`src/rtl/core/afa_pkg.sv`:
```
// Shared types and constants for the ADC frame averager.
package afa_pkg;

   localparam int FRACTION_BITS = 8;

   localparam int BYTE_W  = 8;
   localparam int COUNT_W = 19;
   localparam int SUM_W   = 33;
   localparam int AVG_W   = 16;
   localparam int NUM_W   = 12;
   localparam int DEN_W   = AVG_W + NUM_W;
   localparam int PROD_W  = SUM_W + NUM_W;
   localparam int DVD_W   = PROD_W + FRACTION_BITS;
   localparam int STEP_W  = $clog2(DVD_W);
   localparam int LEVEL_W = 24;

   localparam logic [COUNT_W-1:0] COUNT_MAX = {COUNT_W{1'b1}};
   localparam logic [NUM_W-1:0]   CH1_NUM   = NUM_W'(2511);
   localparam logic [NUM_W-1:0]   CH2_NUM   = NUM_W'(2506);
   localparam logic [STEP_W-1:0]  STEP_LAST = STEP_W'(DVD_W - 1);

   typedef enum logic [1:0] {
      MODE_NONE = 2'd0,
      MODE_ONE  = 2'd1,
      MODE_TWO  = 2'd2,
      MODE_BOTH = 2'd3
   } mode_type;

   typedef enum logic {
      CSR_CHANNEL_MODE  = 1'b0,
      CSR_AVERAGE_COUNT = 1'b1
   } csr_index_type;

   typedef enum logic [2:0] {
      ST_IDLE,
      ST_EVAL,
      ST_MUL,
      ST_DIV,
      ST_DONE
   } state_type;

endpackage

```
`src/rtl/core/adc_frame_averager.sv`:
```
// ADC frame averager: byte accumulation and a bit-serial scaling divider.
//
//   channel   direction   handshake             payload
//   req       in          req_valid/req_stall   req_data_byte, req_last_byte
//   rsp       out         rsp_valid/rsp_stall   levels of both channels, sync error
//   csr       in          csr_wr_en             csr_index, csr_wdata
//
// A byte that is not the last of its frame leaves the block idle, ready for the next byte.
// After the last byte the block stalls requests while it checks the frame and scales
// each selected channel (none, one or two); each scaling pass is a multiply state and then
// a shared restoring divider, one quotient bit a cycle.
// A finished result waits in the output register; the next frame's bytes, its last
// byte included, are taken and scaled meanwhile, and requests then stay stalled
// until the output register is free.
// Reset is synchronous and restores channel mode one and average count one.
module adc_frame_averager
   import afa_pkg::*;
(
   input  logic                 clock,
   input  logic                 reset,
   input  logic                 req_valid,
   output logic                 req_stall,
   input  logic [BYTE_W-1:0]    req_data_byte,
   input  logic                 req_last_byte,
   output logic                 rsp_valid,
   input  logic                 rsp_stall,
   output logic [LEVEL_W-1:0]   rsp_channel_one_level,
   output logic [LEVEL_W-1:0]   rsp_channel_two_level,
   output logic                 rsp_sync_error,
   input  logic                 csr_wr_en,
   input  logic                 csr_index,
   input  logic [AVG_W-1:0]     csr_wdata
);

   state_type              state_ff, state_in;
   mode_type               mode_ff;
   logic [AVG_W-1:0]       avg_ff;

   logic [COUNT_W-1:0]     count_ff, count_in;
   logic [BYTE_W-1:0]      hold_ff, hold_in;
   logic [SUM_W-1:0]       first_ff, first_in;
   logic [SUM_W-1:0]       second_ff, second_in;

   logic [DEN_W-1:0]       den_ff, den_in;
   logic                   pass_ff, pass_in;
   logic [DVD_W-1:0]       dvd_ff, dvd_in;
   logic [DEN_W-1:0]       rem_ff, rem_in;
   logic [LEVEL_W-1:0]     quo_ff, quo_in;
   logic                   ovf_ff, ovf_in;
   logic [STEP_W-1:0]      step_ff, step_in;
   logic [LEVEL_W-1:0]     lvl1_ff, lvl1_in;
   logic [LEVEL_W-1:0]     lvl2_ff, lvl2_in;
   logic                   err_ff, err_in;

   logic                   rsp_valid_ff, rsp_valid_in;
   logic [LEVEL_W-1:0]     rsp_one_ff, rsp_one_in;
   logic [LEVEL_W-1:0]     rsp_two_ff, rsp_two_in;
   logic                   rsp_err_ff, rsp_err_in;

   logic                   req_take;
   logic [2*BYTE_W-1:0]    word;
   logic                   frame_err;
   logic [SUM_W-1:0]       sum_one, sum_two, sum_both, total;
   logic [NUM_W-1:0]       num;
   logic [PROD_W-1:0]      prod;
   logic [DEN_W:0]         trial;
   logic                   trial_ge;
   logic [LEVEL_W-1:0]     quo_next;
   logic                   ovf_next;
   logic [LEVEL_W-1:0]     level;

   assign req_stall = (state_ff != ST_IDLE);
   assign req_take  = req_valid && !req_stall;
   assign word      = {req_data_byte, hold_ff};

   assign frame_err = (avg_ff == '0) ||
      !((count_ff == COUNT_W'({avg_ff, 1'b0})) || (count_ff == COUNT_W'({avg_ff, 2'b00})));

   assign sum_one  = count_ff[1] ? first_ff : second_ff;
   assign sum_two  = count_ff[1] ? second_ff : first_ff;
   assign sum_both = sum_one + sum_two;
   assign total    = (mode_ff == MODE_BOTH) ? (pass_ff ? sum_two : sum_one) : sum_both;
   assign num      = pass_ff ? CH2_NUM : CH1_NUM;
   assign prod     = PROD_W'(total) * PROD_W'(num);

   assign trial    = {rem_ff, dvd_ff[DVD_W-1]};
   assign trial_ge = (trial >= {1'b0, den_ff});
   assign quo_next = {quo_ff[LEVEL_W-2:0], trial_ge};
   assign ovf_next = ovf_ff | quo_ff[LEVEL_W-1];
   assign level    = ovf_next ? {LEVEL_W{1'b1}} : quo_next;

   always_ff @(posedge clock) begin
      if (reset) begin
         mode_ff <= MODE_ONE;
         avg_ff  <= AVG_W'(1);
      end else if (csr_wr_en) begin
         case (csr_index)
            CSR_CHANNEL_MODE:  mode_ff <= mode_type'(csr_wdata[1:0]);
            CSR_AVERAGE_COUNT: avg_ff  <= csr_wdata;
            default:           avg_ff  <= avg_ff;
         endcase
      end
   end

   always_ff @(posedge clock) begin
      if (reset) begin
         state_ff     <= ST_IDLE;
         count_ff     <= '0;
         hold_ff      <= '0;
         first_ff     <= '0;
         second_ff    <= '0;
         rsp_valid_ff <= 1'b0;
      end else begin
         state_ff     <= state_in;
         count_ff     <= count_in;
         hold_ff      <= hold_in;
         first_ff     <= first_in;
         second_ff    <= second_in;
         rsp_valid_ff <= rsp_valid_in;
      end
   end

   always_ff @(posedge clock) begin
      den_ff     <= den_in;
      pass_ff    <= pass_in;
      dvd_ff     <= dvd_in;
      rem_ff     <= rem_in;
      quo_ff     <= quo_in;
      ovf_ff     <= ovf_in;
      step_ff    <= step_in;
      lvl1_ff    <= lvl1_in;
      lvl2_ff    <= lvl2_in;
      err_ff     <= err_in;
      rsp_one_ff <= rsp_one_in;
      rsp_two_ff <= rsp_two_in;
      rsp_err_ff <= rsp_err_in;
   end

   always_comb begin
      state_in     = state_ff;
      count_in     = count_ff;
      hold_in      = hold_ff;
      first_in     = first_ff;
      second_in    = second_ff;
      den_in       = den_ff;
      pass_in      = pass_ff;
      dvd_in       = dvd_ff;
      rem_in       = rem_ff;
      quo_in       = quo_ff;
      ovf_in       = ovf_ff;
      step_in      = step_ff;
      lvl1_in      = lvl1_ff;
      lvl2_in      = lvl2_ff;
      err_in       = err_ff;
      rsp_valid_in = rsp_valid_ff && rsp_stall;
      rsp_one_in   = rsp_one_ff;
      rsp_two_in   = rsp_two_ff;
      rsp_err_in   = rsp_err_ff;

      case (state_ff)
         ST_IDLE: begin
            if (req_take) begin
               if (count_ff != COUNT_MAX) begin
                  if (!count_ff[0]) begin
                     hold_in = req_data_byte;
                  end else if (!count_ff[1]) begin
                     first_in = first_ff + SUM_W'(word);
                  end else begin
                     second_in = second_ff + SUM_W'(word);
                  end
                  count_in = count_ff + COUNT_W'(1);
               end
               if (req_last_byte) begin
                  state_in = ST_EVAL;
               end
            end
         end
         ST_EVAL: begin
            err_in  = frame_err;
            lvl1_in = '0;
            lvl2_in = '0;
            den_in  = {avg_ff, {NUM_W{1'b0}}} - DEN_W'(avg_ff);
            pass_in = (mode_ff == MODE_TWO);
            if (frame_err || mode_ff == MODE_NONE) begin
               state_in = ST_DONE;
            end else begin
               state_in = ST_MUL;
            end
         end
         ST_MUL: begin
            dvd_in   = {prod, {FRACTION_BITS{1'b0}}};
            rem_in   = '0;
            quo_in   = '0;
            ovf_in   = 1'b0;
            step_in  = '0;
            state_in = ST_DIV;
         end
         ST_DIV: begin
            rem_in  = trial_ge ? DEN_W'(trial - {1'b0, den_ff}) : DEN_W'(trial);
            dvd_in  = {dvd_ff[DVD_W-2:0], 1'b0};
            quo_in  = quo_next;
            ovf_in  = ovf_next;
            step_in = step_ff + STEP_W'(1);
            if (step_ff == STEP_LAST) begin
               if (pass_ff) begin
                  lvl2_in = level;
               end else begin
                  lvl1_in = level;
               end
               if (mode_ff == MODE_BOTH && !pass_ff) begin
                  pass_in  = 1'b1;
                  state_in = ST_MUL;
               end else begin
                  state_in = ST_DONE;
               end
            end
         end
         ST_DONE: begin
            if (!rsp_valid_ff || !rsp_stall) begin
               rsp_valid_in = 1'b1;
               rsp_one_in   = lvl1_ff;
               rsp_two_in   = lvl2_ff;
               rsp_err_in   = err_ff;
               count_in     = '0;
               hold_in      = '0;
               first_in     = '0;
               second_in    = '0;
               state_in     = ST_IDLE;
            end
         end
         default: begin
            state_in = ST_IDLE;
         end
      endcase
   end

   assign rsp_valid             = rsp_valid_ff;
   assign rsp_channel_one_level = rsp_one_ff;
   assign rsp_channel_two_level = rsp_two_ff;
   assign rsp_sync_error        = rsp_err_ff;

   a_err_zero_levels: assert property (@(posedge clock) disable iff (reset)
      rsp_valid && rsp_sync_error |-> (rsp_channel_one_level == '0) &&
      (rsp_channel_two_level == '0))
      else $error("sync error response carries nonzero levels");

   a_mid_frame_no_rsp: assert property (@(posedge clock) disable iff (reset)
      req_take && !req_last_byte && !rsp_valid |=> !rsp_valid)
      else $error("response appeared after a request that was not the last byte");

   a_rem_below_den: assert property (@(posedge clock) disable iff (reset)
      state_ff == ST_DIV |-> rem_ff < den_ff)
      else $error("divider remainder reached the divisor");

   a_step_range: assert property (@(posedge clock) disable iff (reset)
      state_ff == ST_DIV |-> step_ff <= STEP_LAST)
      else $error("divider step counter ran past the last step");

endmodule
```
`config.mk`:
```
export PLATFORM = sky130hd
export DESIGN_NAME = adc_frame_averager
export DESIGN_NICKNAME = d
export VERILOG_FILES = /design/src/rtl/core/afa_pkg.sv /design/src/rtl/core/adc_frame_averager.sv
export SDC_FILE = /design/constraint.sdc
export NUM_CORES = 1
export LEC_CHECK = 0
export BUFFER_PORTS_ARGS = -buffer_cell sky130_fd_sc_hd__buf_4
export CELL_PAD_IN_SITES_DETAIL_PLACEMENT = 0
export CELL_PAD_IN_SITES_GLOBAL_PLACEMENT = 1
export CORE_MARGIN = 2
export CORE_UTILIZATION = 50
export DETAILED_ROUTE_END_ITERATION = 12
export PLACE_DENSITY_LB_ADDON = 0.1
export SKIP_LAST_GASP = 1
export SYNTH_ARGS = -nofsm -noshare
export SYNTH_HDL_FRONTEND = slang
export SYNTH_SLANG_ARGS = --single-unit
```
`constraint.sdc`:
```
create_clock -name clock -period 12.3 [get_ports clock]
set_clock_uncertainty 0.1 [all_clocks]
set_input_delay 1.845 -clock clock [delete_from_list [all_inputs] [get_ports clock]]
set_output_delay 1.845 -clock clock [all_outputs]
set_load 0.02 [all_outputs]
```
==> summary.md <==
| Metric | Value |
|---|---|
| Status | complete, no violations |
| Crit path max fanout | 18 |
| Layout fillers | 5096 |
| EDFF count, synth | 231 |
| Hold Path Depth | 0 |
| Int Pwr | approximately 2.6 mW |
| PwrDens | 129 mW/mm2 |
| CP endpoint kind | register |
| CTS clk-pin slew, worst paths | 0.06 ns |
| Rows | 86 |
| CP startpoint kind | register |
| Sink of the worst hold path | rsp_channel_one_level[14] |
| Hold slack | 0.311 ns |
| IO Pins | 82 |
| Synthesized area per cell | about 9.4 um2 |
| Max_cap viols | 0 |
| CTS tree | built |
| Via density | 5.53 |
| Final nets | between 3000 and 4000 |
| Post-Place Cells | roughly 3700 |
| Num CTS Buffers | slightly above 40 |
| GR Overflow Total | 0 |
| # diodes | 0 |
| Post-placement cell area | 0.0293 mm2 |
| Critical Path Stages | 28 |
| 1st-pass router iterations | 6 |
| Combinational group share of total power | between 30% and 40% |
| Arrival time worst endpoint | 9.33 ns |
| Final Cycle Share | 74.3% |
| Place WS | 3.18 ns |
| Crit Path Class | register to register |
| Hold Startpoint | lvl1_ff[14] |
| Final Hold Viols | 0 |
| Synth Cell Area | around 0.028 mm2 |
| Worst flop-to-flop path endpoint | dvd_ff[51] |
| Most used flip-flop cell after synthesis | edfxtp_1 |
| Chip height | 240 um |
| CP peak stage delay | ~0.9 ns |
| Syn nets | 3415 |
| Switching pwr | 1.36 mW |
| H-tree levels | 2 |
| DR WL/cell | 17.7 um |
| R2R setup slack | 3.16 ns |
| All-layer global routing usage | 24.1% |
| DIE WIDTH | 240 um |
| Setup-failing EPs final | 0 |
| Final worst slack | 3.16 ns |
| Peak supply drop | 0.0954 mV |
| Max Fclk | 109 MHz |
| Netlist cell types | 88 |
| Fraction of registers with async set/reset | 0% |
| Most used cell, CP | fa_1 |
| Slowest CP cell | o21ai_0 |
| Register share of total power | about 34% |
| Die ar. | 0.0578 mm2 |
| First-pass GRT wire length | 111 mm |
| Max Slew Vio Count | 0 |
| Area grow syn2layout | 9.68% |
| Share of cells above drive strength 1 | 8.40% |
| Sequential element share of the synthesized area | around 33% |
| Crit path buf inv count | 4 |
| Post_cts resized | 0 |
| Worst skew pair latency | 0.58 ns |
| Worst R2R Start | count_ff[1] |
| Largest net degree at the start of global routing | 71 |
| Post-DP HPWL | a little over 50 mm |
| Drc violations | 0 |
| DRT Wirelength | around 67 mm |
| Slew headroom | 20.0% |
| Syn. warnings | 0 |
| Post-Layout Cell Count | 3783 |
| Finished Cell Area | 0.0306 mm2 |
| Setup TNS | 0 ns |
| Core ar. | between 0.05 and 0.06 mm2 |
| Largest cells by area after synthesis | edfxtp_1, fa_1, ha_1, dfxtp_1, inv_1 |
| Clk buf depth | 3 |
| Critical Path RT | between 10 and 15 ns |
| Power share of the clock group | 30.7% |
| Post-CTS setup buffers | 0 |
| Leading area contributor after synthesis | edfxtp_1 |
| Yosys top cell area share | 24.8% |
| Initial antenna violation count | 0 |
| PortBufs | 81 |
| Worst Reg2Reg Path Length in Cells | 28 |
| Worst-Margin Slew | 1.20 ns |
| Initial DRC count | roughly 1100 |
| Via count | 20900 |
| Final GP Congestion | 0.903 |
| Final design utilization | 55.5% |
| RSZ-0062 raised after global routing | no |
| Final min period | 9.14 ns |
| Hold crit path type | register to register |
| Hold_buf cts | 0 |
| Routed Antenna Nets | 0 |
| Yosys reg bits | ~350 |
| Vias in the first global route | 21600 |
| Crit path max-delay family | compound AO/OA/AOI/OAI gates |
| Leak | 14.2 nW |
| Root buffer cell | clkbuf_16 |
| Final Power | 3.96 mW |
| Sw Share | 34.4% |
| Clk sinks | about 350 |
| Gate count after technology mapping | between 2000 and 3000 |
| Initial Util | about half |
registers in the layout, summed over array words and instances (netlist names), 28 cells and up:
signal,flops
dvd_ff,45
first_ff,33
second_ff,33
den_ff,28
rem_ff,28
cells in the mapped netlist (19+ instances only):
| cell | n |
|---|---|
| inv_1 | 351 |
| nand2_1 | 263 |
| ha_1 | 249 |
| edfxtp_1 | 231 |
| a21oi_1 | 221 |
| nor2_1 | 221 |
| fa_1 | 165 |
| xnor2_1 | 125 |
| dfxtp_1 | 115 |
| o21ai_0 | 101 |
| xor2_1 | 101 |
| clkbuf_1 | 91 |
| a21o_1 | 73 |
| nand3_1 | 67 |
| and3_1 | 46 |
| nand4_1 | 45 |
| nor3_1 | 41 |
| mux2i_1 | 30 |
| or2_2 | 30 |
| or3_1 | 28 |
| o21a_1 | 23 |
| a211oi_1 | 21 |
| nor2b_1 | 21 |
| o21bai_1 | 21 |
| o211ai_1 | 20 |
| a31oi_1 | 19 |
worst max path at each step:
stage	from	to	slack, ns
after floorplan	count_ff[1]	dvd_ff[51]	3.78
after global placement	count_ff[1]	dvd_ff[51]	3.43
after detailed placement	count_ff[1]	dvd_ff[51]	3.18
after CTS	count_ff[1]	dvd_ff[51]	3.14
after global routing	count_ff[1]	dvd_ff[51]	2.36
final	count_ff[1]	dvd_ff[51]	3.16
cell usage in the layout, fill, tap and decap left out, types with 19 or more instances in the layout:
cell type,count
nor3_1,40
nand2_1,262
edfxtp_1,231
or3_1,28
nor2_1,221
o21ai_0,101
and3_1,46
xnor2_1,124
a211oi_1,21
xor2_1,100
clkbuf_16,42
dfxtp_1,115
ha_1,249
a21oi_1,218
a21o_1,73
or2_2,30
o211ai_1,20
fa_1,165
buf_4,110
a31oi_1,19
o21bai_1,21
mux2i_1,30
nand3_1,67
nand4_1,45
inv_1,351
o21a_1,23
routing by layer:
metal	GRT usage, %	share of wire (%)	up-vias
met3	2.81	2.8	111
met5	0	0	-
met2	43.6	50	316
met1	30.1	44	10200
met4	7.32	2.7	0
li1	-	-	10300
power by group through the flow:
stage	logic, mW	clock network (mW)	registers, mW
finish	1.39	1.22	1.35
global route	1.61	1.30	1.36
CTS	1.42	1.25	1.36
detailed placement	1.41	0	1.38
global placement	1.40	0	1.38
floorplan	1.08	0	1.36
worst reg2reg max path, delay by kind of cell, from the launching register on:
kind,cells,cell delay [ns]
muxes,1,0.40
and+or+nand+nor,3,0.64
adders and majority gates,7,3.11
AOI/OAI and AO/OA,11,3.24
DFF,1,0.46
xor gates and xnor gates,2,0.33
buffers and inverters,4,0.55
logic make-up after synthesis:
kind of cell / count (synthesis) / share of synthesized area (%)
flops: 346 / 33.1
simple gates: 843 / 14.2
fa+ha+maj: 418 / 23.1
mux: 44 / 1.68
xor+xnor: 227 / 7.15
compound gates: 620 / 14.3
buf+inv: 472 / 6.46
cell type report:
cell class / count / area (um2) / share of cell area, %
multi-input combinational: 2152 / 16900 / 55.3
inverter: 355 / 1330 / 4.35
clock inverter: 18 / 244 / 0.797
tap: 748 / 936 / 3.06
timing repair buffer: 110 / 826 / 2.70
sequential: 346 / 9240 / 30.2
clock buffer: 54 / 1110 / 3.61
Power figures use the tool's default switching activity.
